<file path="config.mk">
export PLATFORM = sky130hd
export DESIGN_NAME = tmcr_scan
export DESIGN_NICKNAME = d
export VERILOG_FILES = /design/src/hdl/tmcr_pkg.sv /design/src/hdl/tmcr_scan.sv
export SDC_FILE = /design/constraint.sdc
export NUM_CORES = 1
export LEC_CHECK = 0
export BUFFER_PORTS_ARGS = -buffer_cell sky130_fd_sc_hd__buf_2
export CORE_UTILIZATION = 35
export DETAILED_ROUTE_END_ITERATION = 12
export GPL_TIMING_DRIVEN = 0
export SLEW_MARGIN = 20
export SYNTH_ARGS = -nofsm -noshare
export SYNTH_HDL_FRONTEND = slang
export SYNTH_SLANG_ARGS = --single-unit
</file>
<file path="constraint.sdc">
create_clock -name i_clk -period 3.65 [get_ports i_clk]
set_input_delay 0.1825 -clock i_clk [delete_from_list [all_inputs] [get_ports i_clk]]
set_output_delay 0.1825 -clock i_clk [all_outputs]
set_load 0.01 [all_outputs]
</file>
<file path="src/hdl/tmcr_pkg.sv">
// Shared types and constants of the text-mode character raster generator.
`default_nettype none

package tmcr_pkg;

    localparam int CFG_INDEX_W = 2;
    localparam int CFG_DATA_W  = 8;

    typedef enum logic [CFG_INDEX_W-1:0] {
        CFG_COLUMNS_PER_ROW = 2'd0,
        CFG_TEXT_ROWS       = 2'd1,
        CFG_LINES_PER_ROW   = 2'd2
    } t_cfg_index;

    typedef enum logic [1:0] {
        REQ_VIDEO_WR  = 2'd0,
        REQ_GLYPH_WR  = 2'd1,
        REQ_GENERATE  = 2'd2
    } t_req_code;

    localparam logic [7:0] COLS_RESET  = 8'd80;
    localparam logic [5:0] ROWS_RESET  = 6'd24;
    localparam logic [4:0] LINES_RESET = 5'd11;
    localparam logic [7:0] COLS_MAX    = 8'd128;
    localparam logic [5:0] ROWS_MAX    = 6'd32;
    localparam logic [4:0] LINES_MAX   = 5'd16;

    localparam int CODE_INVERT_BIT = 7;

    localparam int FIFO_DEPTH = 4;
    localparam int FIFO_AW    = $clog2(FIFO_DEPTH);
    localparam int FIFO_CW    = $clog2(FIFO_DEPTH + 1);

    typedef struct packed {
        logic [1:0]  req_type;
        logic [10:0] addr;
        logic [7:0]  data;
    } t_req_item;

    typedef struct packed {
        logic [7:0] pixels;
        logic [6:0] cell_column;
        logic [8:0] raster_line;
        logic       frame_end;
    } t_res_item;

    typedef struct packed {
        logic [6:0] cell_column;
        logic [8:0] raster_line;
        logic       frame_end;
        logic [3:0] line_in_row;
    } t_cell_info;

endpackage

`default_nettype wire

</file>
<file path="src/hdl/tmcr_scan.sv">
// Configuration registers and the column, line and row counters of the raster scan.
`default_nettype none

module tmcr_scan #(
    parameter int VIDEO_AW = 11
) (
    input  wire logic                               i_clk,
    input  wire logic                               i_rst_n,
    input  wire logic                               i_cfg_we,
    input  wire logic [tmcr_pkg::CFG_INDEX_W-1:0]   i_cfg_index,
    input  wire logic [tmcr_pkg::CFG_DATA_W-1:0]    i_cfg_data,
    input  wire logic                               i_advance,
    output tmcr_pkg::t_cell_info                    o_info,
    output logic      [VIDEO_AW-1:0]                o_vaddr
);
    import tmcr_pkg::*;

    logic [7:0]          r_cols_cfg;
    logic [5:0]          r_rows_cfg;
    logic [4:0]          r_lines_cfg;
    logic [6:0]          r_col, n_col;
    logic [3:0]          r_line, n_line;
    logic [4:0]          r_row, n_row;
    logic [VIDEO_AW-1:0] r_base, n_base;
    logic [8:0]          r_raster, n_raster;
    logic [7:0]          cols;
    logic [5:0]          rows;
    logic [4:0]          lines;
    logic                last_col, last_line, last_row;
    logic [VIDEO_AW:0]   vsum, base_sum;

    always_ff @(posedge i_clk) begin
        if (!i_rst_n) begin
            r_cols_cfg  <= COLS_RESET;
            r_rows_cfg  <= ROWS_RESET;
            r_lines_cfg <= LINES_RESET;
        end else if (i_cfg_we) begin
            unique case (t_cfg_index'(i_cfg_index))
                CFG_COLUMNS_PER_ROW: r_cols_cfg  <= i_cfg_data;
                CFG_TEXT_ROWS:       r_rows_cfg  <= i_cfg_data[5:0];
                CFG_LINES_PER_ROW:   r_lines_cfg <= i_cfg_data[4:0];
                default: ;
            endcase
        end
    end

    always_comb begin
        cols  = (r_cols_cfg == '0) ? 8'd1 : ((r_cols_cfg > COLS_MAX) ? COLS_MAX : r_cols_cfg);
        rows  = (r_rows_cfg == '0) ? 6'd1 : ((r_rows_cfg > ROWS_MAX) ? ROWS_MAX : r_rows_cfg);
        lines = (r_lines_cfg == '0) ? 5'd1
              : ((r_lines_cfg > LINES_MAX) ? LINES_MAX : r_lines_cfg);

        last_col  = ({1'b0, r_col} + 8'd1) >= cols;
        last_line = ({1'b0, r_line} + 5'd1) >= lines;
        last_row  = ({1'b0, r_row} + 6'd1) >= rows;

        vsum     = {1'b0, r_base} + (VIDEO_AW+1)'(r_col);
        base_sum = {1'b0, r_base} + (VIDEO_AW+1)'(cols);

        n_col    = r_col;
        n_line   = r_line;
        n_row    = r_row;
        n_base   = r_base;
        n_raster = r_raster;
        if (!last_col) begin
            n_col = r_col + 7'd1;
        end else begin
            n_col = '0;
            if (!last_line) begin
                n_line   = r_line + 4'd1;
                n_raster = r_raster + 9'd1;
            end else begin
                n_line = '0;
                if (!last_row) begin
                    n_row    = r_row + 5'd1;
                    n_base   = base_sum[VIDEO_AW-1:0];
                    n_raster = r_raster + 9'd1;
                end else begin
                    n_row    = '0;
                    n_base   = '0;
                    n_raster = '0;
                end
            end
        end
    end

    always_ff @(posedge i_clk) begin
        if (!i_rst_n) begin
            r_col    <= '0;
            r_line   <= '0;
            r_row    <= '0;
            r_base   <= '0;
            r_raster <= '0;
        end else if (i_advance) begin
            r_col    <= n_col;
            r_line   <= n_line;
            r_row    <= n_row;
            r_base   <= n_base;
            r_raster <= n_raster;
        end
    end

    assign o_info.cell_column = r_col;
    assign o_info.raster_line = r_raster;
    assign o_info.frame_end   = last_col && last_line && last_row;
    assign o_info.line_in_row = r_line;
    assign o_vaddr            = vsum[VIDEO_AW-1:0];

    a_frame_wrap: assert property (@(posedge i_clk) disable iff (!i_rst_n)
        (i_advance && o_info.frame_end)
        |=> (r_col == '0 && r_line == '0 && r_row == '0 && r_base == '0 && r_raster == '0))
        else $error("counters did not wrap after the last cell of the frame");
endmodule

`default_nettype wire

</file>
==> run metrics, run 1 <==
routed vias/inst 5.04; Min-Delay Endpoint r_cols_cfg[6]; Overall Power 1.08 mW; placer congestion estimate 0.823; die width 103 um; nets 515; # hold bufs at CTS 0; Syn. warnings 0; Finish-stage setup viols 0; Seq cells post-synth 55; final setup margin 459 ps; share of cells above drive strength 1 14.1%; final hold vios 0; Async SR Flop Fraction 0%; clock tree sinks 55; Worst-path clk slew 110 ps; number of enable flip-flop cells after synthesis 0; HP Start i_cfg_data[6]; largest net degree at the start of global routing 19; Peak VDD IR 0.000168 V; Critical Path Start Type flop; Max Fclk 0.313 GHz; DR iter-0 viols 104; Netlist cell types 54; GRT Total Usage 15.5%; post-synth net total 464; outcome finished clean; die height 103 um; Max clock buf depth 2; hpwl dp 6170 um; post-CTS setup buffers 0; register area 1100 um^2; CP Data Required Time 3470 ps; CP Capture Type primary output; Max-slew headroom 52.9%; worst r2r path cells 11; post_cts resized 0; fin crit share 87.4%; CP arrival 3010 ps; port bufs 44; post-synthesis cell area 3540 um^2; Crit Path Category reg2out; ANT nets after route 0; worst r2r dst r_base[2]; drt pass-1 iters 4; fill cell count 984; drt wl/cell 13.2 um; synth-to-layout area growth 13.5%; Slew Viols, Final 0; first-pass GRT wire length 12,900 um; Period minus WS final 3190 ps; die area 10,500 um^2; Post-Route WL 7830 um; Hold Path Class in2reg; Via Count 2,996; TNS Setup 0 ps; slew of the pin with the lowest slew margin 701 ps; CTS tree done; H-Tree Depth 2; multi-input logic area 2310 um^2; R2R Path Start r_col[0]; grt ovf 0; register area share after synthesis 31.1%; root buf cell clkbuf_8; CTS buffer count 5; PwrDens 270 nW/um^2; Final Skew 8.11 ps; initial antenna violation count 0; vias in the first global route 2,752; DRC viols 0; n_diodes 0; max_cap viols 0; r2r setup slk 500 ps; Syn Area/Cell 8.62 um^2; ys flop type dfxtp_1; most frequent cells in the layout 55 x dfxtp_1, 49 x nand2_1, 47 x buf_2; I/O pins 46; most common cell after layout, fill and taps aside dfxtp_1; Initial Util 36.2%; Skew-Pair Late Insertion Delay 320 ps; Pleak 1.89 nW; site row count 36; dpl ws 517 ps; Hold Path Stages 3; Core ar. 9770 um^2; CP max FO 9; Synth Instances 410; RSZ-0062 raised after global routing no
registers in the layout (all words and copies together), names as in the netlist:
name	cells
r_line	4
r_raster	9
r_lines_cfg	5
r_col	7
r_base	11
r_cols_cfg	8
r_row	5
r_rows_cfg	6
worst max path at each step:
stage	startpoint	to	slack, ps
after floorplan	r_col[0]	r_base[9]	960
after global placement	r_col[0]	r_base[3]	580
after detailed placement	r_col[0]	r_base[2]	520
after CTS	r_col[0]	o_info[4]	410
after global routing	r_col[0]	o_info[4]	230
final	r_col[0]	o_info[4]	460
cells by family after synthesis:
group	synth area share [%]
mux	5.70
compound gates	15.4
xor+xnor	8.42
flops	31.1
fa+ha+maj	14.6
simple gates	21.3
buf+inv	3.50
where the power goes:
part / total (mW) / internal [mW] / leakage, nW / switching (mW)
sequential: 0.619 / 0.609 / 0.445 / 0.00958
combinational: 0.106 / 0.0422 / 1.39 / 0.0635
clock: 0.357 / 0.138 / 0.0485 / 0.219
stage by stage:
stage | hold WS (ps) | utilization (%) | cells | instance area (um^2)
floorplan | 308 | - | 410 | 3540
global placement | 418 | 40.1 | 587 | 3920
detailed placement | 425 | 40.1 | 587 | 3920
CTS | 94.9 | 41.1 | 595 | 4010
global route | 124 | 41.1 | 595 | 4010
finish | 106 | 41.1 | 595 | 4010
cell type report:
type                       count  share of cell area (%)
timing repair buffer          44                    5.49
multi-input combinational    326                    57.6
sequential                    55                    27.4
clock buffer                   5                    1.71
buffer                        11                    1.40
tap                          133                    4.15
clock inverter                 3                   0.561
inverter                      18                    1.68
worst max-delay path: stages (launching register included):
cell and delay, ps:
dfxtp_1 500, ha_1 280, nand3_1 170, nor2_1 170, xor2_1 240, ha_1 190, nand2_1 50, o21ai_1 290
nand2b_1 160, clkbuf_1 330, and2_1 200, buf_2 130
routing by layer:
layer  wire length, um  track usage, %  vias to the layer above  share of wire [%]
met5                 0               0                        -                  0
met4                58            2.86                        0               0.74
met3               201            2.78                        4                2.6
met2              3640            25.3                       41                 46
met1              3930            21.5                     1401                 50
li1                  -               -                     1550                  -
synthesized netlist by cell type (3+ instances only):
master,n,area share (%)
nor2_1,46,4.9
buf_2,3,0.42
nand2b_1,6,1.1
inv_1,17,1.8
a22o_1,10,2.5
and2_1,5,0.88
a21o_1,7,1.5
nand3b_1,4,0.85
nor3_1,6,0.85
mux2i_1,19,5.4
nand3_1,13,1.8
clkbuf_1,5,0.53
nand4_1,8,1.4
nand2_1,49,5.2
and3_1,4,0.71
or3_1,5,0.88
a21oi_1,22,3.1
o21ai_0,11,1.6
ha_1,38,13
dfxtp_1,55,31
xor2_1,17,4.2
a211oi_1,4,0.85
xnor2_1,17,4.2
Power figures use the tool's default switching activity.
==> run 2, diff against run 1 <==
--- a/config.mk
+++ b/config.mk
@@ -6,6 +6,7 @@
 export NUM_CORES = 1
 export LEC_CHECK = 0
 export BUFFER_PORTS_ARGS = -buffer_cell sky130_fd_sc_hd__buf_2
+export CORE_ASPECT_RATIO = 1.4
 export CORE_UTILIZATION = 35
 export DETAILED_ROUTE_END_ITERATION = 12
 export GPL_TIMING_DRIVEN = 0
==> run 2 against run 1 <==
Compared with the run above: critical path depth unchanged; non-clock buffer count unchanged; flip-flop and latch count unchanged; design area increased by 2.1%; via count increased by 1.4%; sequential share of layout area decreased by 0.57 points; global-route usage increased by 0.98 points; combinational power about the same; first-iteration DRC count decreased by 13%; routed wire length increased by 3.1%.
==> run metrics, run 2 (same netlist as run 1, synthesis figures left out) <==
port bufs 44 (unchanged); Post-Route WL 8080 um (+3.1%); # hold bufs at CTS 0 (unchanged); DR iter-0 viols 90 (-13%); Max-slew headroom 55.5% (+2.6 points); CP max FO 9 (unchanged); drt wl/cell 13.5 um (+2.8%); Period minus WS final 3210 ps (+15.0 ps); vias in the first global route 2,930 (+6.5%); I/O pins 46 (unchanged); die area 10,500 um^2 (about the same); Initial Util 35.9% (-0.26 points); Pleak 1.93 nW (+2.0%); Critical Path Start Type flop; Via Count 3,037 (+1.4%); Slew Viols, Final 0 (unchanged); CP Capture Type primary output; Hold Path Stages 3 (unchanged); crit-path cells ha_1 > nand3_1 > nor2_1 > xor2_1 > ha_1 > nand2_1 > o21ai_1 > nand2b_1 > clkbuf_1 > and2_1 > buf_2; CTS buffer count 5 (unchanged); Finish-stage setup viols 0 (unchanged); Skew-Pair Late Insertion Delay 300 ps (-20 ps); Crit Path Category reg2out; max_cap viols 0 (unchanged); TNS Setup 0 ps (unchanged); nets 515 (unchanged); CP arrival 3020 ps (about the same); share of cells above drive strength 1 14.1% (unchanged); outcome finished clean; routed vias/inst 5.09 (+1.0%); grt ovf 0 (unchanged); most frequent cells in the layout 55 x dfxtp_1, 49 x nand2_1, 47 x buf_2; Final Skew 7.81 ps (-0.293 ps); hpwl dp 6400 um (+3.7%); die width 86.9 um (-15%); Final Non-Filler Cells 597 (+0.34%); CTS tree done; most common cell after layout, fill and taps aside dfxtp_1; Largest regs r_base (11), r_raster (9), r_cols_cfg (8); worst r2r path cells 11 (unchanged); post-CTS setup buffers 0 (unchanged); PwrDens 315 nW/um^2 (+17%); Max clock buf depth 2 (unchanged); fin crit share 87.8% (+0.41 points); dpl cells 589 (+0.34%); first-pass GRT wire length 13,700 um (+5.8%); Most flops, register r_base; site row count 43 (+19%); Max Fclk 0.312 GHz (-0.47%); cell mode on critical path ha_1; initial antenna violation count 0 (unchanged); Hold Path Class in2reg; Worst path slowest cell dfxtp_1; Core ar. 9850 um^2 (+0.73%); GRT Total Usage 16.5% (+0.98 points); Crit path largest cell delay 470 ps (-30 ps); post_cts resized 0 (unchanged); CP Data Required Time 3470 ps (about the same); Worst-path clk slew 70 ps (-40 ps); placer congestion estimate 0.843 (+2.4%); max reg flops 11 (unchanged); clock tree sinks 55 (unchanged); H-Tree Depth 2 (unchanged); largest net degree at the start of global routing 17 (-2); Overall Power 1.29 mW (+19%); Peak VDD IR 0.000150 V (-10%); n_diodes 0 (unchanged); final hold slack 125 ps (+19.1 ps); ANT nets after route 0 (unchanged); final hold vios 0 (unchanged); die height 121 um (+18%); root buf cell clkbuf_16; drt pass-1 iters 4 (unchanged); synth-to-layout area growth 15.9%; DRC viols 0 (unchanged); RSZ-0062 raised after global routing no; slew of the pin with the lowest slew margin 663 ps (-38.1 ps)
==> run 2: final timing paths <==
path              slack [ps]          start             to
setup / recovery         440       r_col[0]      o_info[4]
hold / removal           120  i_cfg_data[6]  r_cols_cfg[6]
setup reg to reg         510       r_col[0]      r_base[4]
hold reg to reg          480     r_base[10]     r_base[10]
==> run 2: through the flow <==
stage | utilization, % | setup WS, ps | cell area (um^2)
2_1_floorplan | - | 957 | 3540
4_1_cts | 41.6 | 407 | 4100
3_3_place_gp | 39.9 | 574 | 3930
5_1_grt | 41.6 | 128 | 4100
3_5_place_dp | 39.9 | 465 | 3930
6_report | 41.6 | 444 | 4100
==> run 2: layer usage <==
metal / GRT usage [%] / vias up / share of wire, %
li1: - / 1542 / -
met1: 19.1 / 1433 / 42
met2: 30.2 / 48 / 53
met3: 2.31 / 14 / 2.5
met4: 6.04 / 0 / 2.3
met5: 0 / - / 0
==> run 2: cell type report <==
class | count | area, um^2
Buffer | 11 | 56.3
Clock buffer | 6 | 139
Clock inverter | 2 | 35.0
Timing Repair Buffer | 44 | 220
Inverter | 18 | 67.6
Multi-Input combinational cell | 326 | 2310
Fill cell | 999 | 5750
Sequential cell | 55 | 1100
Tap cell | 135 | 169
==> run 2: power breakdown <==
part | switching [mW] | total (mW) | internal [mW]
Clock | 0.223 | 0.565 | 0.342
Combinational | 0.0645 | 0.107 | 0.0421
Sequential | 0.00918 | 0.618 | 0.609
Total | 0.297 | 1.29 | 0.993
==> run 2: critical path, delay by kind of cell (launching register included) <==
kind / cells / cell delay (ps)
buf+inv: 2 / 470
fa+ha+maj: 2 / 450
xor+xnor: 1 / 240
flops: 1 / 470
simple gates: 5 / 770
compound gates: 1 / 340
