--- src/hdl/tmcr_pkg.sv ---
// Shared types and constants of the text-mode character raster generator.
`default_nettype none

package tmcr_pkg;

    localparam int CFG_INDEX_W = 2;
    localparam int CFG_DATA_W  = 8;

    typedef enum logic [CFG_INDEX_W-1:0] {
        CFG_COLUMNS_PER_ROW = 2'd0,
        CFG_TEXT_ROWS       = 2'd1,
        CFG_LINES_PER_ROW   = 2'd2
    } t_cfg_index;

    typedef enum logic [1:0] {
        REQ_VIDEO_WR  = 2'd0,
        REQ_GLYPH_WR  = 2'd1,
        REQ_GENERATE  = 2'd2
    } t_req_code;

    localparam logic [7:0] COLS_RESET  = 8'd80;
    localparam logic [5:0] ROWS_RESET  = 6'd24;
    localparam logic [4:0] LINES_RESET = 5'd11;
    localparam logic [7:0] COLS_MAX    = 8'd128;
    localparam logic [5:0] ROWS_MAX    = 6'd32;
    localparam logic [4:0] LINES_MAX   = 5'd16;

    localparam int CODE_INVERT_BIT = 7;

    localparam int FIFO_DEPTH = 4;
    localparam int FIFO_AW    = $clog2(FIFO_DEPTH);
    localparam int FIFO_CW    = $clog2(FIFO_DEPTH + 1);

    typedef struct packed {
        logic [1:0]  req_type;
        logic [10:0] addr;
        logic [7:0]  data;
    } t_req_item;

    typedef struct packed {
        logic [7:0] pixels;
        logic [6:0] cell_column;
        logic [8:0] raster_line;
        logic       frame_end;
    } t_res_item;

    typedef struct packed {
        logic [6:0] cell_column;
        logic [8:0] raster_line;
        logic       frame_end;
        logic [3:0] line_in_row;
    } t_cell_info;

endpackage

`default_nettype wire

--- src/hdl/tmcr_out_fifo.sv ---
// Small result queue that decouples the pipeline from the output handshake.
`default_nettype none

module tmcr_out_fifo (
    input  wire logic                             i_clk,
    input  wire logic                             i_rst_n,
    input  wire logic                             i_push,
    input  tmcr_pkg::t_res_item                   i_data,
    output logic                                  o_valid,
    output tmcr_pkg::t_res_item                   o_data,
    input  wire logic                             i_ready,
    output logic      [tmcr_pkg::FIFO_CW-1:0]     o_count
);
    import tmcr_pkg::*;

    t_res_item          r_mem [FIFO_DEPTH];
    logic [FIFO_AW-1:0] r_wptr, r_rptr;
    logic [FIFO_CW-1:0] r_count;
    logic               pop;

    assign o_valid = (r_count != '0);
    assign o_data  = r_mem[r_rptr];
    assign pop     = o_valid && i_ready;
    assign o_count = r_count;

    always_ff @(posedge i_clk) begin
        if (i_push) begin
            r_mem[r_wptr] <= i_data;
        end
    end

    always_ff @(posedge i_clk) begin
        if (!i_rst_n) begin
            r_wptr  <= '0;
            r_rptr  <= '0;
            r_count <= '0;
        end else begin
            if (i_push) begin
                r_wptr <= r_wptr + 1'b1;
            end
            if (pop) begin
                r_rptr <= r_rptr + 1'b1;
            end
            r_count <= r_count + FIFO_CW'(i_push) - FIFO_CW'(pop);
        end
    end

    a_no_overflow: assert property (@(posedge i_clk) disable iff (!i_rst_n)
        (r_count == FIFO_CW'(FIFO_DEPTH) && i_push) |-> pop)
        else $error("result queue overflow");
endmodule

`default_nettype wire

--- config.mk ---
export PLATFORM = sky130hd
export DESIGN_NAME = tmcr_out_fifo
export DESIGN_NICKNAME = d
export VERILOG_FILES = /design/src/hdl/tmcr_pkg.sv /design/src/hdl/tmcr_out_fifo.sv
export SDC_FILE = /design/constraint.sdc
export NUM_CORES = 1
export LEC_CHECK = 0
export ABC_CLOCK_PERIOD_IN_PS = 2200
export BUFFER_PORTS_ARGS = -buffer_cell sky130_fd_sc_hd__buf_2
export CAP_MARGIN = 10
export CORE_UTILIZATION = 55
export CTS_CLUSTER_SIZE = 24
export DETAILED_ROUTE_END_ITERATION = 6
export HOLD_SLACK_MARGIN = 0.15
export PLACE_DENSITY = 0.77
export RECOVER_POWER = 50
export SYNTH_ARGS = -nofsm -noshare
export SYNTH_HDL_FRONTEND = slang
export SYNTH_SLANG_ARGS = --single-unit
--- constraint.sdc ---
create_clock -name i_clk -period 2.2 [get_ports i_clk]
set_input_delay 0.11 -clock i_clk [delete_from_list [all_inputs] [get_ports i_clk]]
set_output_delay 0.11 -clock i_clk [all_outputs]
set_load 0.01 [all_outputs]
==> flow_metrics.py, run 1 <==
metrics = {
    "outcome": {
        "outcome": "complete, no violations",
    },
    "setup_path": {
        "cp_slowest_stage_delay_ps": 380,
        "path_cells": "o31a_1, ha_1, inv_1, ha_1, fa_1, xnor3_1, and2_1",
        "required_ps": 2460,
        "worstSetupPathType": "flip-flop to flip-flop",
        "cp_common_cell": "ha_1",
        "endpoint_kind": "flip-flop",
        "crit_family": "adder cells",
        "cp_num_buf_inv": 1,
        "cp_max_fo": 6,
        "worstPathArrival_ps": 2310,
        "crit_slowest_cell": "fa_1",
        "crit_path_start_kind": "flip-flop",
    },
    "die": {
        "core-area_um2": 7250,
        "dieHeight_um": 88.6,
        "die_w_um": 88.6,
        "ios": 58,
        "die-area_um2": 7840,
        "start_util": 0.568,
        "row_count": 31,
    },
    "placement": {
        "dp_slack_ps": 166,
        "gp_congestion": 0.687,
        "place_inst": 335,
        "dp_hpwl_um": 3970,
        "portBuffers": 57,
    },
    "final_layout": {
        "final_util": 0.686,
        "antenna_cells": 0,
        "nets": 311,
        "layoutNonFillerInstCount": 379,
        "area_growth_pct": 20.7,
        "drive_gt1_frac": 0.264,
    },
    "logic_synthesis": {
        "yosysSeqAreaShare": 0.773,
        "yosys-top-cells-area": "edfxtp_1 73%, mux4_2 11%, dfxtp_1 4.4%, mux4_1 3.2%, ha_1 1.8%",
        "yosysTopAreaCell": "edfxtp_1",
        "yosysWarningCount": 0,
        "syn_inst": 175,
        "yosysMostFrequentCell": "edfxtp_1",
        "synthFlopType": "edfxtp_1",
        "synth.distinct_cells": 21,
        "avgSynthCellArea_um2": 23.5,
        "synthTopCellsByCount": "100 x edfxtp_1, 20 x mux4_2, 9 x dfxtp_1",
        "synth_edf_count": 100,
        "syn-cell-area_um2": 4120,
        "synthArstFlopShare": 0,
        "synth_top_cell_area_share": 0.729,
        "synth_seq_cells": 109,
        "syn_nets": 211,
    },
    "timing": {
        "setup_viol": 0,
        "maxSlewViolCount": 0,
        "tns_ps": 0,
        "slew_headroom": 0.452,
        "rsz0062_at_grt": "false",
        "fin_crit_sh": 0.931,
        "hold_viol_final": 0,
        "worst_pin_slew_ps": 821,
        "skew_ps": 13.4,
        "setup_ws_ps": 152,
        "clock.fmax_ghz": 0.488,
        "fin_crit_ps": 2050,
    },
    "power": {
        "power.density_nw_per_um2": 919,
        "fin_total_pwr_mw": 4.57,
        "p_leak_nw": 1.70,
        "vdd_drop_max_mv": 0.577,
    },
    "clocking": {
        "ctsResizeCount": 0,
        "cts_tree": "yes",
        "clock_latency_ps": 360,
        "htreeDepth": 3,
        "cts-buffers-inserted": 9,
        "root_buffer": "clkbuf_8",
        "clock_path_buffers": 2,
        "clkSlewWorstSetupHoldPaths_ps": 100,
        "cts_sinks": 109,
    },
    "grt": {
        "antenna_found_initial": 0,
        "grt_max_degree": 26,
        "grt.total_usage": 0.184,
        "grt_overflow": 0,
        "grt_pass1_vias": 2027,
        "grt_pass1_wl_um": 10200,
    },
    "route": {
        "drtPass1Iterations": 4,
        "post_drt_via_cell_ratio": 5.22,
        "drc_errors": 0,
        "drt-wirelength-per-cell_um": 17.1,
        "via_count": 1977,
        "drt-initial-drc-count": 123,
        "drtAntennaViolNets": 0,
        "wirelength_um": 6490,
    },
    "worst_hold_path": {
        "hp-class": "primary input to flip-flop",
    },
    "flow_run": {
        "maxCapViolations": 0,
    },
}
==> flip-flops by register name, summed over array words and instances, names as in the netlist, named ones only <==
register,cells
o_count,3
r_mem,100
r_rptr,2
r_wptr,2
==> cell usage in the layout, fill, tap and decap left out <==
cell,netlist,layout
and2_0,0,2
and2_1,8,6
buf_12,2,1
buf_2,2,29
buf_4,0,7
clkbuf_1,0,30
clkbuf_8,0,9
clkinv_2,0,1
clkinv_4,0,3
clkinvlp_4,0,1
dfxtp_1,9,8
dfxtp_2,0,1
dlygate4sd3_1,0,28
edfxtp_1,100,100
fa_1,1,1
ha_1,6,6
inv_1,6,6
inv_6,0,1
inv_8,0,1
mux2i_1,4,4
mux4_1,5,5
mux4_2,20,20
nand2_1,2,2
nand2b_1,2,2
nor2b_1,1,1
o311ai_0,1,1
o31a_1,1,1
or3_1,1,1
xnor3_1,1,1
xor2_1,1,1
==> cell type report <==
| cell class | instances | area (um2) |
|---|---|---|
| Sequential cell | 109 | 3180 |
| Multi-Input combinational cell | 54 | 848 |
| Clock buffer | 9 | 124 |
| Inverter | 6 | 22.5 |
| Clock inverter | 7 | 58.8 |
| Fill cell | 480 | 2280 |
| Tap cell | 99 | 124 |
| Timing Repair Buffer | 95 | 611 |
==> cell families (layout without fill, tap and decap cells) <==
kind of cell,Yosys count,after routing,synth area share
and+or+nand+nor,14,14,0.0200
muxes,29,29,0.151
buffers and inverters,12,117,0.0216
xor gates and xnor gates,2,2,0.00759
AOI/OAI and AO/OA,2,2,0.00425
adders and majority gates,7,7,0.0231
DFF,109,109,0.773
==> per-stage QoR <==
step | hold WS, ps | instance area, um2
after floorplan | 209 | 4120
final | 203 | 4970
after detailed placement | 330 | 4550
after global placement | 325 | 4550
after global routing | 208 | 4970
after CTS | 181 | 5010
==> worst min-delay path: cells and delay by family <==
| kind | cells | cell delay, ps |
|---|---|---|
| and+or+nand+nor | 1 | 150 |
| xor gates and xnor gates | 1 | 80 |
| buffers and inverters | 1 | 170 |
==> metal layers <==
| metal | share of wire | up-vias | GRT usage |
|---|---|---|---|
| met2 | 0.49 | 52 | 0.293 |
| li1 | - | 921 | - |
| met5 | 0 | - | 0 |
| met1 | 0.46 | 994 | 0.252 |
| met3 | 0.037 | 10 | 0.0354 |
| met4 | 0.018 | 0 | 0.0836 |
==> worst paths after layout <==
kind / startpoint / end / slack (ps) / cells past startpoint
worst max-delay path: o_count[1] / o_count[2] / 150 / 7
worst min-delay path: i_push / r_wptr[0] / 200 / 3
worst max register to register: o_count[1] / o_count[2] / 150 / 7
worst min register to register: r_rptr[1] / r_rptr[1] / 500 / 2
==> where the power goes <==
group | switching [mW] | total [mW] | leakage, nW | internal (mW)
sequential | 0.0602 | 2.46 | 0.993 | 2.40
combinational | 0.472 | 1.01 | 0.613 | 0.541
clock | 0.672 | 1.10 | 0.0917 | 0.428
==> timing repair <==
item                                   CTS  global route
hold buffers                            28             0
setup buffers                            0             0
endpoints found under the hold margin  109             0
(Power assumes the default switching activity.)
==> run 2: changes to the inputs <==
--- a/config.mk
+++ b/config.mk
@@ -13,7 +13,8 @@
 export DETAILED_ROUTE_END_ITERATION = 6
 export HOLD_SLACK_MARGIN = 0.15
 export PLACE_DENSITY = 0.77
-export RECOVER_POWER = 50
+export RECOVER_POWER = 100
 export SYNTH_ARGS = -nofsm -noshare
 export SYNTH_HDL_FRONTEND = slang
 export SYNTH_SLANG_ARGS = --single-unit
+export TNS_END_PERCENT = 10
==> run 2 against run 1 <==
Count of clock-buffer cells in the layout is the same. Register-to-register slack about the same. Worst hold slack worse by 5.4 ps. Clock power about the same. Maximum frequency down 0.15%. Combinational power decreased by 5%. First-iteration DRC count decreased by 9.8%. Flip-flop and latch count stayed put. Wire length rose by 0.17%. Clock skew about the same. Worst setup slack got worse by 3.0 ps. Total power fell by 1.3%.
==> flow_metrics.py, run 2 (synthesis results as in run 1) <==
metrics = {
    "outcome": {
        "outcome": "complete, no violations",
    },
    "placement": {
        "place_area_um2": 4550,
        "gp_congestion": 0.687,
        "dp_hpwl_um": 3970,
        "portBuffers": 57,
        "dp_slack_ps": 166,
        "place_inst": 335,
    },
    "final_layout": {
        "layoutNonFillerInstCount": 379,
        "area_growth_pct": 19.2,
        "layout_common_cells": "100 x edfxtp_1, 57 x clkbuf_1, 28 x dlygate4sd3_1, 20 x mux4_2, 9 x clkbuf_8",
        "final_util": 0.677,
        "largest_register_ffs": 100,
        "nets": 311,
        "antenna_cells": 0,
        "final_cell_area_um2": 4910,
        "drive_gt1_frac": 0.168,
        "final_common_cell": "edfxtp_1",
        "largest_register": "r_mem",
    },
    "timing": {
        "slew_headroom": 0.303,
        "tns_ps": 0,
        "skew_ps": 13.4,
        "rsz0062_at_grt": "false",
        "maxSlewViolCount": 0,
        "worst_pin_slew_ps": 1050,
        "fin_crit_ps": 2050,
        "fin_crit_sh": 0.932,
        "setup_ws_ps": 149,
        "hold_viol_final": 0,
        "clock.fmax_ghz": 0.488,
        "setup_viol": 0,
        "hold_slack_ps": 198,
    },
    "clocking": {
        "cts_tree": "yes",
        "clkSlewWorstSetupHoldPaths_ps": 100,
        "htreeDepth": 3,
        "ctsResizeCount": 0,
        "clock_latency_ps": 370,
        "cts_setup_buffers": 0,
        "clock_path_buffers": 2,
        "cts-buffers-inserted": 9,
        "cts_sinks": 109,
        "cts_hold_buffers": 28,
        "root_buffer": "clkbuf_8",
    },
    "grt": {
        "grt.total_usage": 0.184,
        "grt_max_degree": 26,
        "grt_pass1_wl_um": 10200,
        "grt_overflow": 0,
        "antenna_found_initial": 0,
        "grt_pass1_vias": 2027,
    },
    "setup_path": {
        "required_ps": 2460,
        "crit_family": "adder cells",
        "cp_num_buf_inv": 1,
        "path_cells": "o31a_1, ha_1, inv_1, ha_1, fa_1, xnor3_1, and2_1",
        "crit_path_start_kind": "flip-flop",
        "cp_max_fo": 6,
        "crit_slowest_cell": "fa_1",
        "worstPathArrival_ps": 2310,
        "cp_slowest_stage_delay_ps": 380,
        "cp_common_cell": "ha_1",
        "endpoint_kind": "flip-flop",
        "worstSetupPathType": "flip-flop to flip-flop",
    },
    "flow_run": {
        "maxCapViolations": 0,
    },
    "route": {
        "drc_errors": 0,
        "via_count": 1968,
        "drt-initial-drc-count": 111,
        "wirelength_um": 6500,
        "post_drt_via_cell_ratio": 5.19,
        "drt-wirelength-per-cell_um": 17.2,
        "drtAntennaViolNets": 0,
        "drtPass1Iterations": 4,
    },
    "worst_hold_path": {
        "hp-class": "primary input to flip-flop",
    },
    "power": {
        "p_leak_nw": 1.61,
        "fin_total_pwr_mw": 4.51,
        "power.density_nw_per_um2": 919,
        "vdd_drop_max_mv": 0.558,
    },
    "die": {
        "row_count": 31,
        "start_util": 0.568,
        "ios": 58,
        "core-area_um2": 7250,
        "dieHeight_um": 88.6,
        "die-area_um2": 7840,
        "die_w_um": 88.6,
    },
}
## run 2: cell count changes in the layout (fill, tap and decap cells not counted)
cell,change
and2_0,+3
and2_1,-3
buf_12,-1
buf_2,-25
buf_4,-6
clkbuf_1,+27
clkbuf_2,+4
clkbuf_4,+1
## run 2: path summary, 6_finish.rpt
check,cells after the start,slack [ps],from,end
max,7,150,o_count[1],o_count[2]
min,3,200,i_push,r_wptr[0]
max reg2reg,7,150,o_count[1],o_count[2]
min reg2reg,2,500,r_rptr[1],r_rptr[1]
## run 2: where the power goes
group          leakage [nW]  internal (mW)  total, mW  switching, mW
registers             0.993           2.40       2.46         0.0563
clock network        0.0917          0.428       1.10          0.673
logic                 0.526          0.480      0.955          0.475
## run 2: metal layers
metal	track usage	routed length, um
met1	0.252	3000
met2	0.293	3180
met3	0.0354	226
met4	0.0836	90
met5	0	0
## run 2: worst min-delay path, stage by stage
cell    delay [ps]
buf_2          160
xor2_1          80
and2_0         150
## run 2: layout make-up
type | count | area (um2)
tap | 99 | 124
clock inverter | 7 | 58.8
clock buffer | 9 | 124
timing repair buffer | 95 | 549
sequential | 109 | 3180
inverter | 6 | 22.5
fill | 501 | 2340
multi-input combinational | 54 | 848
==> run 3: changes to the inputs <==
--- a/config.mk
+++ b/config.mk
@@ -14,6 +14,7 @@
 export HOLD_SLACK_MARGIN = 0.15
 export PLACE_DENSITY = 0.77
 export RECOVER_POWER = 100
+export SETUP_SLACK_MARGIN = 0.3
 export SYNTH_ARGS = -nofsm -noshare
 export SYNTH_HDL_FRONTEND = slang
 export SYNTH_SLANG_ARGS = --single-unit
==> run 3 against run 2 <==
Total power increased by 1.8%. Register-to-register slack improved by 130 ps. First-iteration DRC count unchanged. Via count rose by 3.6%. Critical endpoint is now o_data[15].
==> flow_metrics.py, run 3 (synthesis results as in run 1) <==
metrics = {
    "timing": {
        "worst_pin_slew_ps": 899,
        "fin_crit_ps": 1970,
        "clock.fmax_ghz": 0.508,
        "slew_headroom": 0.400,
        "maxSlewViolCount": 0,
        "fin_crit_sh": 0.895,
        "skew_ps": 4.78,
        "tns_ps": 0,
        "hold_viol_final": 0,
        "rsz0062_at_grt": "true",
        "hold_slack_ps": 516,
        "setup_viol": 0,
    },
    "route": {
        "wirelength_um": 7080,
        "via_count": 2038,
        "drtPass1Iterations": 4,
        "drtAntennaViolNets": 0,
        "drt-wirelength-per-cell_um": 18.5,
        "drc_errors": 0,
        "drt-initial-drc-count": 111,
        "post_drt_via_cell_ratio": 5.34,
    },
    "clocking": {
        "cts_tree": "yes",
        "htreeDepth": 3,
        "clkSlewWorstSetupHoldPaths_ps": 90,
        "clock_path_buffers": 2,
        "root_buffer": "clkbuf_8",
        "cts_sinks": 109,
        "clock_latency_ps": 350,
        "cts-buffers-inserted": 9,
    },
    "placement": {
        "dp_hpwl_um": 4290,
        "portBuffers": 57,
        "place_area_um2": 4590,
        "place_inst": 335,
        "gp_congestion": 0.706,
    },
    "worst_hold_path": {
        "holdPathEnd": "r_rptr[0]",
        "min_path_cells": 2,
        "hp-start": "r_rptr[0]",
        "hp-class": "flip-flop to flip-flop",
    },
    "setup_path": {
        "r2r_start": "o_count[2]",
        "worstPathArrival_ps": 1860,
        "rrSetupSlack_ps": 280,
        "endpoint_kind": "primary output",
        "required_ps": 2090,
        "worstSetupPathType": "flip-flop to primary output",
        "crit_path_start_kind": "flip-flop",
        "worstReg2RegEnd": "o_count[2]",
        "crit_slowest_cell": "mux4_2",
        "cp_slowest_stage_delay_ps": 580,
        "ff2ff_path_depth": 7,
        "cp_max_fo": 13,
        "path_cells": "clkbuf_4, mux4_2, clkbuf_1",
    },
    "grt": {
        "antenna_found_initial": 0,
        "grt_pass1_wl_um": 10700,
        "grt_max_degree": 20,
        "grt_overflow": 0,
        "grt.total_usage": 0.198,
        "grt_pass1_vias": 2135,
    },
    "die": {
        "ios": 58,
        "core-area_um2": 7250,
        "die-area_um2": 7840,
        "start_util": 0.568,
        "dieHeight_um": 88.6,
        "row_count": 31,
        "die_w_um": 88.6,
    },
    "final_layout": {
        "final_cell_area_um2": 4970,
        "largest_register_ffs": 100,
        "antenna_cells": 0,
        "drive_gt1_frac": 0.170,
        "area_growth_pct": 20.5,
        "layoutNonFillerInstCount": 382,
        "n_fill_cell": 496,
        "largest_register": "r_mem",
        "final_common_cell": "edfxtp_1",
        "nets": 314,
        "layout_common_cells": "100 x edfxtp_1, 57 x clkbuf_1, 28 x dlygate4sd3_1, 20 x mux4_2, 9 x clkbuf_8",
    },
    "power": {
        "p_leak_nw": 1.64,
        "fin_total_pwr_mw": 4.59,
        "vdd_drop_max_mv": 0.559,
        "power.density_nw_per_um2": 924,
    },
    "outcome": {
        "outcome": "complete, no violations",
    },
    "flow_run": {
        "maxCapViolations": 0,
    },
}
[run 3: cell count changes in the layout (fill, tap and decap cells not counted)]
cell,change
clkinv_1,+2
clkbuf_2,-3
inv_8,-1
dfxtp_4,+1
clkinv_4,-2
clkinvlp_4,-1
buf_4,+2
inv_6,-1
dfxtp_2,-1
buf_12,+2
and2_1,+1
buf_2,+4
and2_0,-1
bufinv_16,+1
[run 3: how the worst max path moves through the flow]
stage                          start          to  slack, ps
after global placement    o_count[2]  o_count[2]        280
after global routing       flip-flop  o_data[15]        140
after detailed placement  o_count[2]  o_count[2]        260
after floorplan           o_count[2]  o_count[2]        290
after CTS                 o_count[1]  o_count[2]        280
final                      flip-flop  o_data[15]        230
[run 3: final cells by class]
type / instances / area, um2 / area share
clock buffers: 11 / 131 / 0.0265
clock inverters: 5 / 51.3 / 0.0103
inverters: 6 / 22.5 / 0.00454
multi-input cells: 54 / 848 / 0.171
flip-flops and latches: 109 / 3190 / 0.642
well taps: 99 / 124 / 0.0249
repair buffers: 98 / 602 / 0.121
[run 3: metrics by stage]
step                      utilization  setup WS, ps
after global routing            0.685           141
final                           0.685           232
after CTS                       0.697           280
after detailed placement        0.632           255
after floorplan                     -           293
after global placement          0.632           284
[run 3: critical path: cells and delay by family (launching register included)]
family,cells,cell delay [ps]
flip-flops,1,430
buffers and inverters,2,490
multiplexers,1,580
[run 3: per-layer routing]
metal  up-vias  share of wire  GRT usage
met5         -              0          0
met4         0          0.014     0.0806
met3         9          0.033     0.0588
met2        53           0.55      0.343
met1      1052           0.40      0.233
li1        924              -          -
[run 3: timing repair]
action                                  CTS  global route
hold buffers                             28             0
pin swaps                                 1             3
endpoints found under the setup margin    6             2
gates resized for setup                   1             2
setup buffers                             1             2
endpoints found under the hold margin   109             0
[run 3: power breakdown]
group	total, mW	internal [mW]	switching (mW)
Sequential	2.48	2.40	0.0770
Clock	1.12	0.521	0.602
Combinational	0.990	0.509	0.480
Total	4.59	3.43	1.16
